==> config.mk <==
export PLATFORM = sky130hd
export DESIGN_NAME = mmbd_keyscan
export DESIGN_NICKNAME = d
export VERILOG_FILES = /design/src/hw/rtl/assert_macros.svh /design/src/hw/rtl/mmbd_keyscan.sv
export SDC_FILE = /design/constraint.sdc
export NUM_CORES = 1
export LEC_CHECK = 0
export ABC_AREA = 1
export BUFFER_PORTS_ARGS = -buffer_cell sky130_fd_sc_hd__buf_2
export CAP_MARGIN = 10
export CORE_AREA = 2 2 39 41
export DETAILED_ROUTE_END_ITERATION = 7
export DIE_AREA = 0 0 41 43
export SLEW_MARGIN = 20
export SYNTH_ARGS = -nofsm -noshare
export SYNTH_HDL_FRONTEND = slang
export SYNTH_SLANG_ARGS = --single-unit
==> constraint.sdc <==
create_clock -name vclk -period 0.8
set_input_delay 0.16 -clock vclk [all_inputs]
set_output_delay 0.16 -clock vclk [all_outputs]
set_load 0.01 [all_outputs]
==> src/hw/rtl/assert_macros.svh <==
// ---------------------------------------------------------------------------
// Assertion macros used by the bus decoder RTL.
// ---------------------------------------------------------------------------
`ifndef ASSERT_MACROS_SVH
`define ASSERT_MACROS_SVH

// Same-cycle implication, checked at every rising clock edge outside reset.
`define ASSERT_IMPLIES(label, clk, rst, ante, cons) \
   label: assert property (@(posedge clk) disable iff (rst) (ante) |-> (cons)) \
      else $error("Same-cycle implication failed.");

// Next-cycle implication, checked at every rising clock edge outside reset.
`define ASSERT_NEXT(label, clk, rst, ante, cons) \
   label: assert property (@(posedge clk) disable iff (rst) (ante) |=> (cons)) \
      else $error("Next-cycle implication failed.");

`endif

==> src/hw/rtl/mmbd_keyscan.sv <==
// ---------------------------------------------------------------------------
// mmbd_keyscan
// Keyboard matrix scan: address bits pick rows, pressed columns and the
// modifier keys form the returned byte.
// ---------------------------------------------------------------------------
module mmbd_keyscan (
   input  logic [3:0]  row_select,
   input  logic [15:0] key_matrix,
   input  logic [3:0]  modifier_keys,
   output logic [7:0]  scan_data
);

   logic [3:0] col_hit;

   // Row r is selected by address bit (3 - r); column c lands in bit (3 - c).
   always_comb begin
      col_hit = '0;
      for (int r = 0; r < 4; r++) begin
         for (int c = 0; c < 4; c++) begin
            if (row_select[3 - r] && key_matrix[c + 4 * r]) begin
               col_hit[3 - c] = 1'b1;
            end
         end
      end
   end

   assign scan_data = {modifier_keys, col_hit};

endmodule

Yosys cells after proc, flatten, opt, wreduce, memory -nomap -nowiden

Index checks and enable logic that the tools add are counted.

Input port bits: 24
Output and inout port bits: 8
Word-level logic and storage cells: 32
Register bits after elaboration: 0

Reductions and logical operators: 16
Muxes and demuxes: 16

Operators by type and width:

| operator          | count |
|---|---|
| logical AND 1 bit | 16 |
| two-way mux 1 bit | 16 |

Logic depth before layout (Yosys ltp)

Depth after elaboration: 5
Depth in mapped cells: 4

Least setup slack after synthesis

Ideal clock, no wire load.

Path type: input port to output port
From: input row_select[1]
To: output scan_data[0]
Stages: 4
Slack: 274 ps
Data required time: 640 ps
Arrival: 366 ps
Buffers on the path: 0
Cells stage by stage: nand2_1 nand2_1 inv_1 nand2_1

Longest elaborated chain between the ends: 3

Ends and longest elaborated chain:

| what                           | RTL line           | RTL |
|---|---|---|
| from (decl)                    | mmbd_keyscan.sv:7  | `input logic [3:0] row_select,` |
| logical AND 1 bit              | mmbd_keyscan.sv:20 | `if (row_select[3 - r] && key_matrix[c + 4 * r]) begin` |
| two-way mux 1 bit (2 in a row) | mmbd_keyscan.sv:20 |  |
| to (decl)                      | mmbd_keyscan.sv:10 | `output logic [7:0] scan_data` |

Every way passes these cells.

Final worst setup path

From: input row_select[2]
To: output scan_data[2]

Longest elaborated chain between the ends: 4

Ends and longest elaborated chain:

| what                           | RTL line |
|---|---|
| logical AND 1 bit              | mmbd_keyscan.sv:20 |
| two-way mux 1 bit (3 in a row) | mmbd_keyscan.sv:20 |

Every way passes these cells.

==> impl_results.md <==
* Largest area contributor in the synthesized netlist: sky130_fd_sc_hd__nand2_1
* Endpoint class of the critical path: output port
* Final HPWL from detailed placement at 476.4 um
* Number of maximum-capacitance violations at 0
* DIE HEIGHT at 43 um
* Clock buf count at 0
* Unrepaired setup endpoints after global routing: false
* Hold buffer count at cts at 0
* Number of flip-flops and latches at 0
* Sequential cell area fraction in the yosys report at 0
* Basic-gate share of the synthesized area counting and, or, nand and nor cells at 0.6364
* Final worst-path cycle share at 0.9479
* Maximum frequency from static timing analysis at 1.319 GHz
* DR WL/cell at 6.908 um
* Worst Max-Slew Pin Slew at 0.06528 ns
* Area growth from synthesis to final layout at 88.64%
* Count of final hold-check violations at 0
* Overall routing resource usage at 0.05594
* Number of antenna violations at the first check in global routing at 0
* Adder-cell share of the synthesized area at 0
* Startpoint type of the worst setup path: primary input
* Count leader, synth: sky130_fd_sc_hd__nand2_1
* Multiplexer share of the synthesized area at 0
* FF+latch area at 0 um^2
* Global-route wire length before repair at 752 um
* Number of nets at the end of the flow at 86
* Pwr Density at 483.8 nW/um^2
* Detailed-routing iteration count for the pre-antenna-repair pass at 1
* Area share of the leading cell type in the synthesized netlist at 0.6364
* Count of cell types in the netlist at 3
* Final instance count without filler cells at 76
* Largest net degree at the start of global routing at 5
* Fin util at 0.2251
* Number of global-route vias before repair at 225
* Dominant combinational cell family by area after synthesis: simple AND/OR/NAND/NOR gates
* Total number of placement rows at 14
* Sum Neg Setup Slack at 0 ns
* Total leakage power at 0.2197 nW
* Final critical delay including setup and external delays at 0.7583 ns
* Min setup slack post-route at 0.04169 ns
* Boundary pin count at 32
* Cell count after synthesis at 40
* Area contributors post-synth: sky130_fd_sc_hd__nand2_1 64%, sky130_fd_sc_hd__buf_4 18%, sky130_fd_sc_hd__inv_1 18%
* Weighted congestion at the end of routability-driven global placement at 0.5799
* Die width at 41 um
* Post-synthesis share of cell area spent on xor and xnor gates at 0
* Ratio of routed vias to standard cells at 3.566
* DRT iter0 DRCs at 0
* Share of layout cells above drive strength 1 at 0.5000
* Required time of the worst setup path at 0.64 ns
* Worst IR drop on VDD at 109.2 uV
* Number of routed nets with antenna violations at 0
* Post-Syn Nets at 64
* Min-Delay Path Class: in -> out
* Placeable core area at 1384 um^2
* Post-synthesis compound-gate area fraction at 0
* Run status: complete, no violations
* Post-CTS setup buffer count at 0
* Worst Setup Path Type: in -> out
* Place WS at 0.02625 ns
* Quantity of gates resized following cts at 0
* Antenna diodes at 0
* Mean instance size in the synthesized netlist at 4.129 um^2
* Number of placed instances with taps included at 76
* Worst slew margin relative to its limit at 0.9568
* Routed via count at 271
* Residual overflow from global routing at 0
* Worst EP arrival at 0.60 ns
* Number of input and output port buffers inserted at 24
* Post-synthesis instance area at 165.2 um^2
* Synth cell count leaders: 28 x sky130_fd_sc_hd__nand2_1, 8 x sky130_fd_sc_hd__inv_1, 4 x sky130_fd_sc_hd__buf_4
* Total wire length after detailed routing at 525 um
* Die Outline Area at 1763 um^2
* Synthesis Warnings at 0
* Worst Path Max Fanout at 4
* Number of endpoints failing setup at the final stage at 0
* Effective utilization at floorplan at 0.1193
* DR DRC count at 0
* Worst hold slack across all endpoints at 0.3200 ns
* Final slew viol count at 0
## routing by layer
layer,track usage,up-vias,share of wire,routed length [um]
met2,0.1063,18,0.47,248
met1,0.06646,105,0.37,195
met4,0,0,0,0
li1,-,148,-,-
met5,0,-,0,0
met3,0.005236,0,0.16,82
## placed cells by master (no fill, tap or decap)
cell and instances:
sky130_fd_sc_hd__buf_2 20, sky130_fd_sc_hd__buf_4 1, sky130_fd_sc_hd__buf_6 3, sky130_fd_sc_hd__inv_1 8, sky130_fd_sc_hd__nand2_1 22, sky130_fd_sc_hd__nand2_2 6
## layout make-up
type | count | area, um^2
repair buffers | 24 | 141.4
multi-input cells | 28 | 120.1
well taps | 16 | 20.02
fillers | 167 | 1072
inverters | 8 | 30.03
## worst max-delay path, stage by stage
cell,delay (ns)
sky130_fd_sc_hd__buf_4,0.12
sky130_fd_sc_hd__nand2_1,0.05
sky130_fd_sc_hd__nand2_1,0.04
sky130_fd_sc_hd__inv_1,0.05
sky130_fd_sc_hd__nand2_1,0.04
sky130_fd_sc_hd__buf_2,0.13
## logic make-up (layout without fill, tap and decap cells)
kind of cell | count (synthesis) | count (layout)
AND/OR/NAND/NOR | 28 | 28
buffers and inverters | 12 | 32
## worst paths after layout
path,to,from,slack [ns],depth (start not counted)
setup / recovery,scan_data[2],row_select[2],0.04,6
hold / removal,scan_data[4],modifier_keys[0],0.32,0
## metrics by stage
step                      power (mW)  cell area, um^2
after floorplan              0.07682            165.2
after global placement        0.1331            275.3
after detailed placement      0.1343            275.3
after CTS                     0.1347            275.3
after global routing          0.1705            311.5
final                         0.1507            311.5
## power by group
group,internal [mW],switching [mW]
Sequential,0,0
Combinational,0.0817,0.0691
Clock,0,0
Total,0.0817,0.0691
Power figures use the tool's default switching activity.
