### src/hw/rtl/assert_macros.svh
// ---------------------------------------------------------------------------
// Assertion macros used by the bus decoder RTL.
// ---------------------------------------------------------------------------
`ifndef ASSERT_MACROS_SVH
`define ASSERT_MACROS_SVH

// Same-cycle implication, checked at every rising clock edge outside reset.
`define ASSERT_IMPLIES(label, clk, rst, ante, cons) \
   label: assert property (@(posedge clk) disable iff (rst) (ante) |-> (cons)) \
      else $error("Same-cycle implication failed.");

// Next-cycle implication, checked at every rising clock edge outside reset.
`define ASSERT_NEXT(label, clk, rst, ante, cons) \
   label: assert property (@(posedge clk) disable iff (rst) (ante) |=> (cons)) \
      else $error("Next-cycle implication failed.");

`endif

### src/hw/rtl/mmbd_ram.sv
// ---------------------------------------------------------------------------
// mmbd_ram
// Simple dual-port synchronous RAM with a registered read port.
// ---------------------------------------------------------------------------
module mmbd_ram #(
   parameter int DEPTH = 256,
   parameter int WIDTH = 8,
   localparam int AW = (DEPTH > 1) ? $clog2(DEPTH) : 1
) (
   input  logic             clock,
   input  logic             wr_en,
   input  logic [AW-1:0]    wr_addr,
   input  logic [WIDTH-1:0] wr_data,
   input  logic             rd_en,
   input  logic [AW-1:0]    rd_addr,
   output logic [WIDTH-1:0] rd_data
);

   logic [WIDTH-1:0] mem [DEPTH];
   logic [WIDTH-1:0] rd_data_ff;

   // Write port.
   always_ff @(posedge clock) begin
      if (wr_en) begin
         mem[wr_addr] <= wr_data;
      end
   end

   // Read port, registered.
   always_ff @(posedge clock) begin
      if (rd_en) begin
         rd_data_ff <= mem[rd_addr];
      end
   end

   assign rd_data = rd_data_ff;

endmodule

### config.mk
export PLATFORM = sky130hd
export DESIGN_NAME = mmbd_ram
export DESIGN_NICKNAME = d
export VERILOG_FILES = /design/src/hw/rtl/assert_macros.svh /design/src/hw/rtl/mmbd_ram.sv
export SDC_FILE = /design/constraint.sdc
export NUM_CORES = 2
export LEC_CHECK = 0
export BUFFER_PORTS_ARGS = -buffer_cell sky130_fd_sc_hd__buf_2
export CELL_PAD_IN_SITES_DETAIL_PLACEMENT = 0
export CELL_PAD_IN_SITES_GLOBAL_PLACEMENT = 1
export CORE_UTILIZATION = 56
export DETAILED_ROUTE_END_ITERATION = 16
export MAX_ROUTING_LAYER = met4
export PLACE_DENSITY_LB_ADDON = 0.1
export SLEW_MARGIN = 20
export SYNTH_ARGS = -nofsm -noshare
export SYNTH_HDL_FRONTEND = slang
export SYNTH_SLANG_ARGS = --single-unit
### constraint.sdc
create_clock -name clock -period 3.05 [get_ports clock]
set_clock_uncertainty 0.15 [all_clocks]
set_input_delay 0.1525 -clock clock [delete_from_list [all_inputs] [get_ports clock]]
set_output_delay 0.1525 -clock clock [all_outputs]
set_load 0.05 [all_outputs]
# Yosys cells after proc, flatten, opt, wreduce, memory -nomap -nowiden
# Memory sizes are Yosys's and may differ from the RTL's. A register that Yosys moved wholly into a read port is not among the register bits.
# Cells that the tools add are included.
[word_totals]
reg_bits = 0
ramBits = 2048
inputBits = 27
out_inout_bits = 8
mem_count = 1
[op_classes]
mux = 2
[mem_list]
columns = ["memory", "words", "width", "read_ports", "rd_ports_with_merged_regs", "write_ports", "line_no", "source"]
rows = [
  ["mem", 256, 8, 1, 1, 1, "mmbd_ram.sv:19", "logic [WIDTH-1:0] mem [DEPTH];"],
]
[ops]
columns = ["operator", "count"]
rows = [
  ["$mux 1", 2],
]

# Longest topological paths before layout
[depth]
depth_word = 2
mapped_depth = 11

# Worst setup path after synthesis
# Ideal clock, no wire load.
[synth_timing]
kind = "input port to flip-flop"
from = "input rd_addr[0]"
to = "register rd_data_ff[2], in the netlist rd_data[2], read port of mem, data pin"
setup_time_ns = 0.269
t_arrival_ns = 1.960
t_required_ns = 2.631
path_slack_ns = 0.671
cell_stages = 9
path_buffers = 4
cell_sequence = "buf_6 -> buf_12 -> buf_8 -> buf_2 -> mux4_2 -> a22oi_1 -> a21oi_1 -> nor4_1 -> nor4_2"
[synth_rtl]
columns = ["item", "line_no", "source"]
rows = [
  ["start: declaration", "mmbd_ram.sv:15", "input logic [AW-1:0] rd_addr,"],
  ["end: declaration", "mmbd_ram.sv:20", "logic [WIDTH-1:0] rd_data_ff;"],
]

==> flow_summary_export.csv <==
group,metric,value,unit
job,max_cap_violations,0,
drt,routed_wirelength,201.8,mm
floorplan,chipWidth,379.1,um
sta,timing.setup.tns,0,ns
grt,first_pass_grt_wire_length,289.6,mm
logic_synthesis,yosysWarnings,0,
pwr,share_clk_of_total_power,40.8,%
drt,via_count,40841,
logic_synthesis,synth_top_flop_cell,"sky130_fd_sc_hd__edfxtp_1",
final_layout,layout-drive-gt1-share,30.52,%
sta,final-max-slew-violation-count,0,
grt,overflow,0,
logic_synthesis,synth_area_leaders,"sky130_fd_sc_hd__edfxtp_1 78%, sky130_fd_sc_hd__mux4_2 13%, sky130_fd_sc_hd__mux2i_1 1.7%, sky130_fd_sc_hd__nor2_1 1.3%, sky130_fd_sc_hd__a22oi_1 1.3%",
cts,clock_h_tree_levels,4,
final_layout,layout.area.seq,0.06174,sq mm
drt,routed_via_density,6.376,
final_layout,finalCoreUtilization,65.54,%
setup_path,crit_chain,"mux4_2, nor2b_1, a211oi_1, buf_4, nor3_1, nor4_2, buf_4, nor4_1",
final_layout,areaGrowthSynthToFinish,16.23,%
logic_synthesis,synth_cells,3733,
placement,dp_hpwl,130.9,mm
pwr,ir_drop,0.5558,mV
logic_synthesis,synthesis.area,0.07964,sq mm
cts,clock_sinks,2056,
pwr,power.combinational.fraction,5.5,%
final_layout,finish.net_count,4377,
logic_synthesis,yosysSeqAreaShare,77.53,%
cts,clockBufferDepth,3,
setup_path,crit_path_kind,"reg2reg",
outcome,result_of_the_run,"finished, final reports clean",
logic_synthesis,portion_of_synthesized_cell_area_occupied_by_the_leading_cell_type,77.53,%
placement,buffers_added_on_ports,34,
drt,post_drt_wl_per_cell,31.51,um
grt,gr-usage-all-layers,29.55,%
cts,worst_setup_hold_path_clk_slew,0.06,ns
floorplan,effective_utilization_at_floorplan,56.38,%
setup_path,cp_num_buf_inv,2,
sta,rsz0062_at_grt,"no",
drt,drt_drc_violations_left,0,
drt,detail_route.iter0.violations,4935,
setup_path,setup.worst_path.start_class,"register",
setup_path,worstPathRequired,3.45,ns
sta,maxSlewHeadroom,32.67,%
final_layout,multiInputGateArea,0.01650,sq mm
floorplan,floorplan.rows,138,
drt,antenna_violating_nets_post_route,0,
logic_synthesis,avgSynthCellArea,21.33,sq um
final_layout,final_cell_area_excluding_filler_cells,0.09256,sq mm
logic_synthesis,synth-edff-count,2056,
logic_synthesis,asyncSetResetFlopFracSynth,0,%
pwr,power_leakage,29.88,nW
sta,final-hold-violation-count,0,
logic_synthesis,syn_nets,3760,
pwr,p_int,45.93,mW
pwr,power.switching,12.17,mW
setup_path,ff2ff_setup_slack,0.09,ns
floorplan,die_area,0.1437,sq mm
cts,cts-buffers-inserted,201,
grt,grt_antenna_before_repair,10,
placement,post_dp_cell_area,0.08610,sq mm
setup_path,worst_stage_delay_on_the_critical_path,0.51,ns
floorplan,placeableCoreArea,0.1412,sq mm
logic_synthesis,ys_seq_elements,2056,
setup_path,crit_arrival,3.36,ns
setup_path,timing.critical_path.max_delay_family,"simple AND/OR/NAND/NOR gates",
floorplan,die-height,379.1,um
worst_hold_path,hp-class,"in2reg",
pwr,sw_frac_of_total,20.95,%
pwr,power_per_cell_area,627.6,mW/mm^2
setup_path,highest_net_fanout_along_the_worst_path,1,
cts,clock_latency,0.83,ns
setup_path,slowest_stage,"sky130_fd_sc_hd__a211oi_1",
sta,tightest_slew,1.010,ns
floorplan,io_pins,35,
final_layout,fillers,9332,
pwr,power.share.sequential,53.7,%
drt,pre_repair_dr_iteration_count,6,
final_layout,finalNonFillerCells,6405,
setup_path,crit_path_frequent_cell,"sky130_fd_sc_hd__buf_4",
logic_synthesis,synth_cell_type_count,54,
placement,dpl.cell_count,6018,
grt,grt_max_degree,109,
sta,max_freq,0.3383,GHz
pwr,power,58.10,mW
setup_path,crit_path_end_kind,"register",
grt,first_global_vias,41240,
sta,post-route-period-util,96.92,%
cts,tritoncts,"built",
sta,setup-violations-final,0,
sta,layout_min_cycle_time,2.956,ns
logic_synthesis,synth_area_leader_cell,"sky130_fd_sc_hd__edfxtp_1",
placement,gp_congestion,0.9072,
cts,cts-root-buf,"sky130_fd_sc_hd__clkbuf_16",
state kept, by name, indices dropped and copies added, names as in the netlist:
| register | count |
|---|---|
| mem | 2048 |
| rd_data | 8 |
area by class of cell:
| cell class | count | share of cell area [%] |
|---|---|---|
| diodes | 7 | 0.01892 |
| clock buffers | 246 | 5.731 |
| clock inverters | 115 | 1.021 |
| inverters | 2 | 0.008110 |
| multi-input cells | 1442 | 17.82 |
| flip-flops and latches | 2056 | 66.70 |
| well taps | 1890 | 2.555 |
| repair buffers | 647 | 6.145 |
kinds of logic after synthesis:
group / share of synthesized area [%]
DFF: 77.53
AOI/OAI and AO/OA: 3.416
muxes: 14.60
buffers and inverters: 1.829
and+or+nand+nor: 2.625
per-layer routing:
layer	part of all wire, %	track usage, %	vias to the layer above
met5	0	-	-
met4	2.8	8.414	0
met3	8.4	4.522	319
met2	49	46.02	2008
met1	40	41.15	21565
li1	-	-	16949
power groups by stage:
stage                     sequential (mW)  combinational (mW)  clock [mW]
final                                31.2                3.18        23.7
after global routing                 31.2                3.33        25.1
after CTS                            31.2                3.20        24.0
after detailed placement             31.8                3.17           0
after global placement               31.8                3.10           0
after floorplan                      31.8                1.51           0
stage by stage:
| stage | setup WS, ns | hold slack [ns] |
|---|---|---|
| 3_3_place_gp | -0.7386 | 0.4595 |
| 6_report | 0.09387 | 0.1707 |
| 3_5_place_dp | -0.5532 | 0.4549 |
| 5_1_grt | 0.1110 | 0.1483 |
| 2_1_floorplan | 0.6714 | 0.1014 |
| 4_1_cts | 0.1463 | 0.1285 |
layout by cell type (no fill, tap or decap), drive strengths merged, types with 10 or more instances in the layout:
master,synthesis,layout
mux4,456,456
clkinv,1,91
nand3,34,34
nor2,282,282
o211ai,10,10
o21ai,12,12
a22oi,133,133
dlygate4sd3,0,19
nand2,33,33
nand4,10,10
o22ai,28,28
buf,122,620
edfxtp,2056,2056
clkbuf,111,254
mux2i,134,134
a221oi,14,14
nor3,22,22
bufinv,0,15
nor4,27,27
o221ai,47,47
nor2b,31,31
a21oi,96,96
a211oi,16,16
timing repair:
item | 4_1_cts | 5_1_grt
resized for setup | 1 | 0
buffers inserted | 0 | 0
setup endpoints to repair | 1 | 0
hold buffers | 19 | 0
endpoints found under the hold margin | 772 | 0
synth_stat cells (all sizes together) (6+ instances only):
cell,count
o221ai,47
nor2b,31
a21oi,96
edfxtp,2056
nor2,282
a211oi,16
o21ai,12
nand2b,8
o22ai,28
buf,122
o211ai,10
nand2,33
a22oi,133
clkbuf,111
a22o,8
nand3,34
a221oi,14
and2,6
nor4,27
nand4,10
nor3,22
mux2i,134
mux4,456
final timing paths:
kind,cells past startpoint,start,end
worst max-delay path,8,mem[77][7]$_DFFE_PP_,rd_data[7]$_DFFE_PP_
worst max register to register,8,mem[77][7]$_DFFE_PP_,rd_data[7]$_DFFE_PP_
worst min-delay path,2,rd_en,rd_data[2]$_DFFE_PP_
worst min register to register,6,mem[54][1]$_DFFE_PP_,rd_data[1]$_DFFE_PP_
No activity file was read; power rests on OpenSTA's default activity.
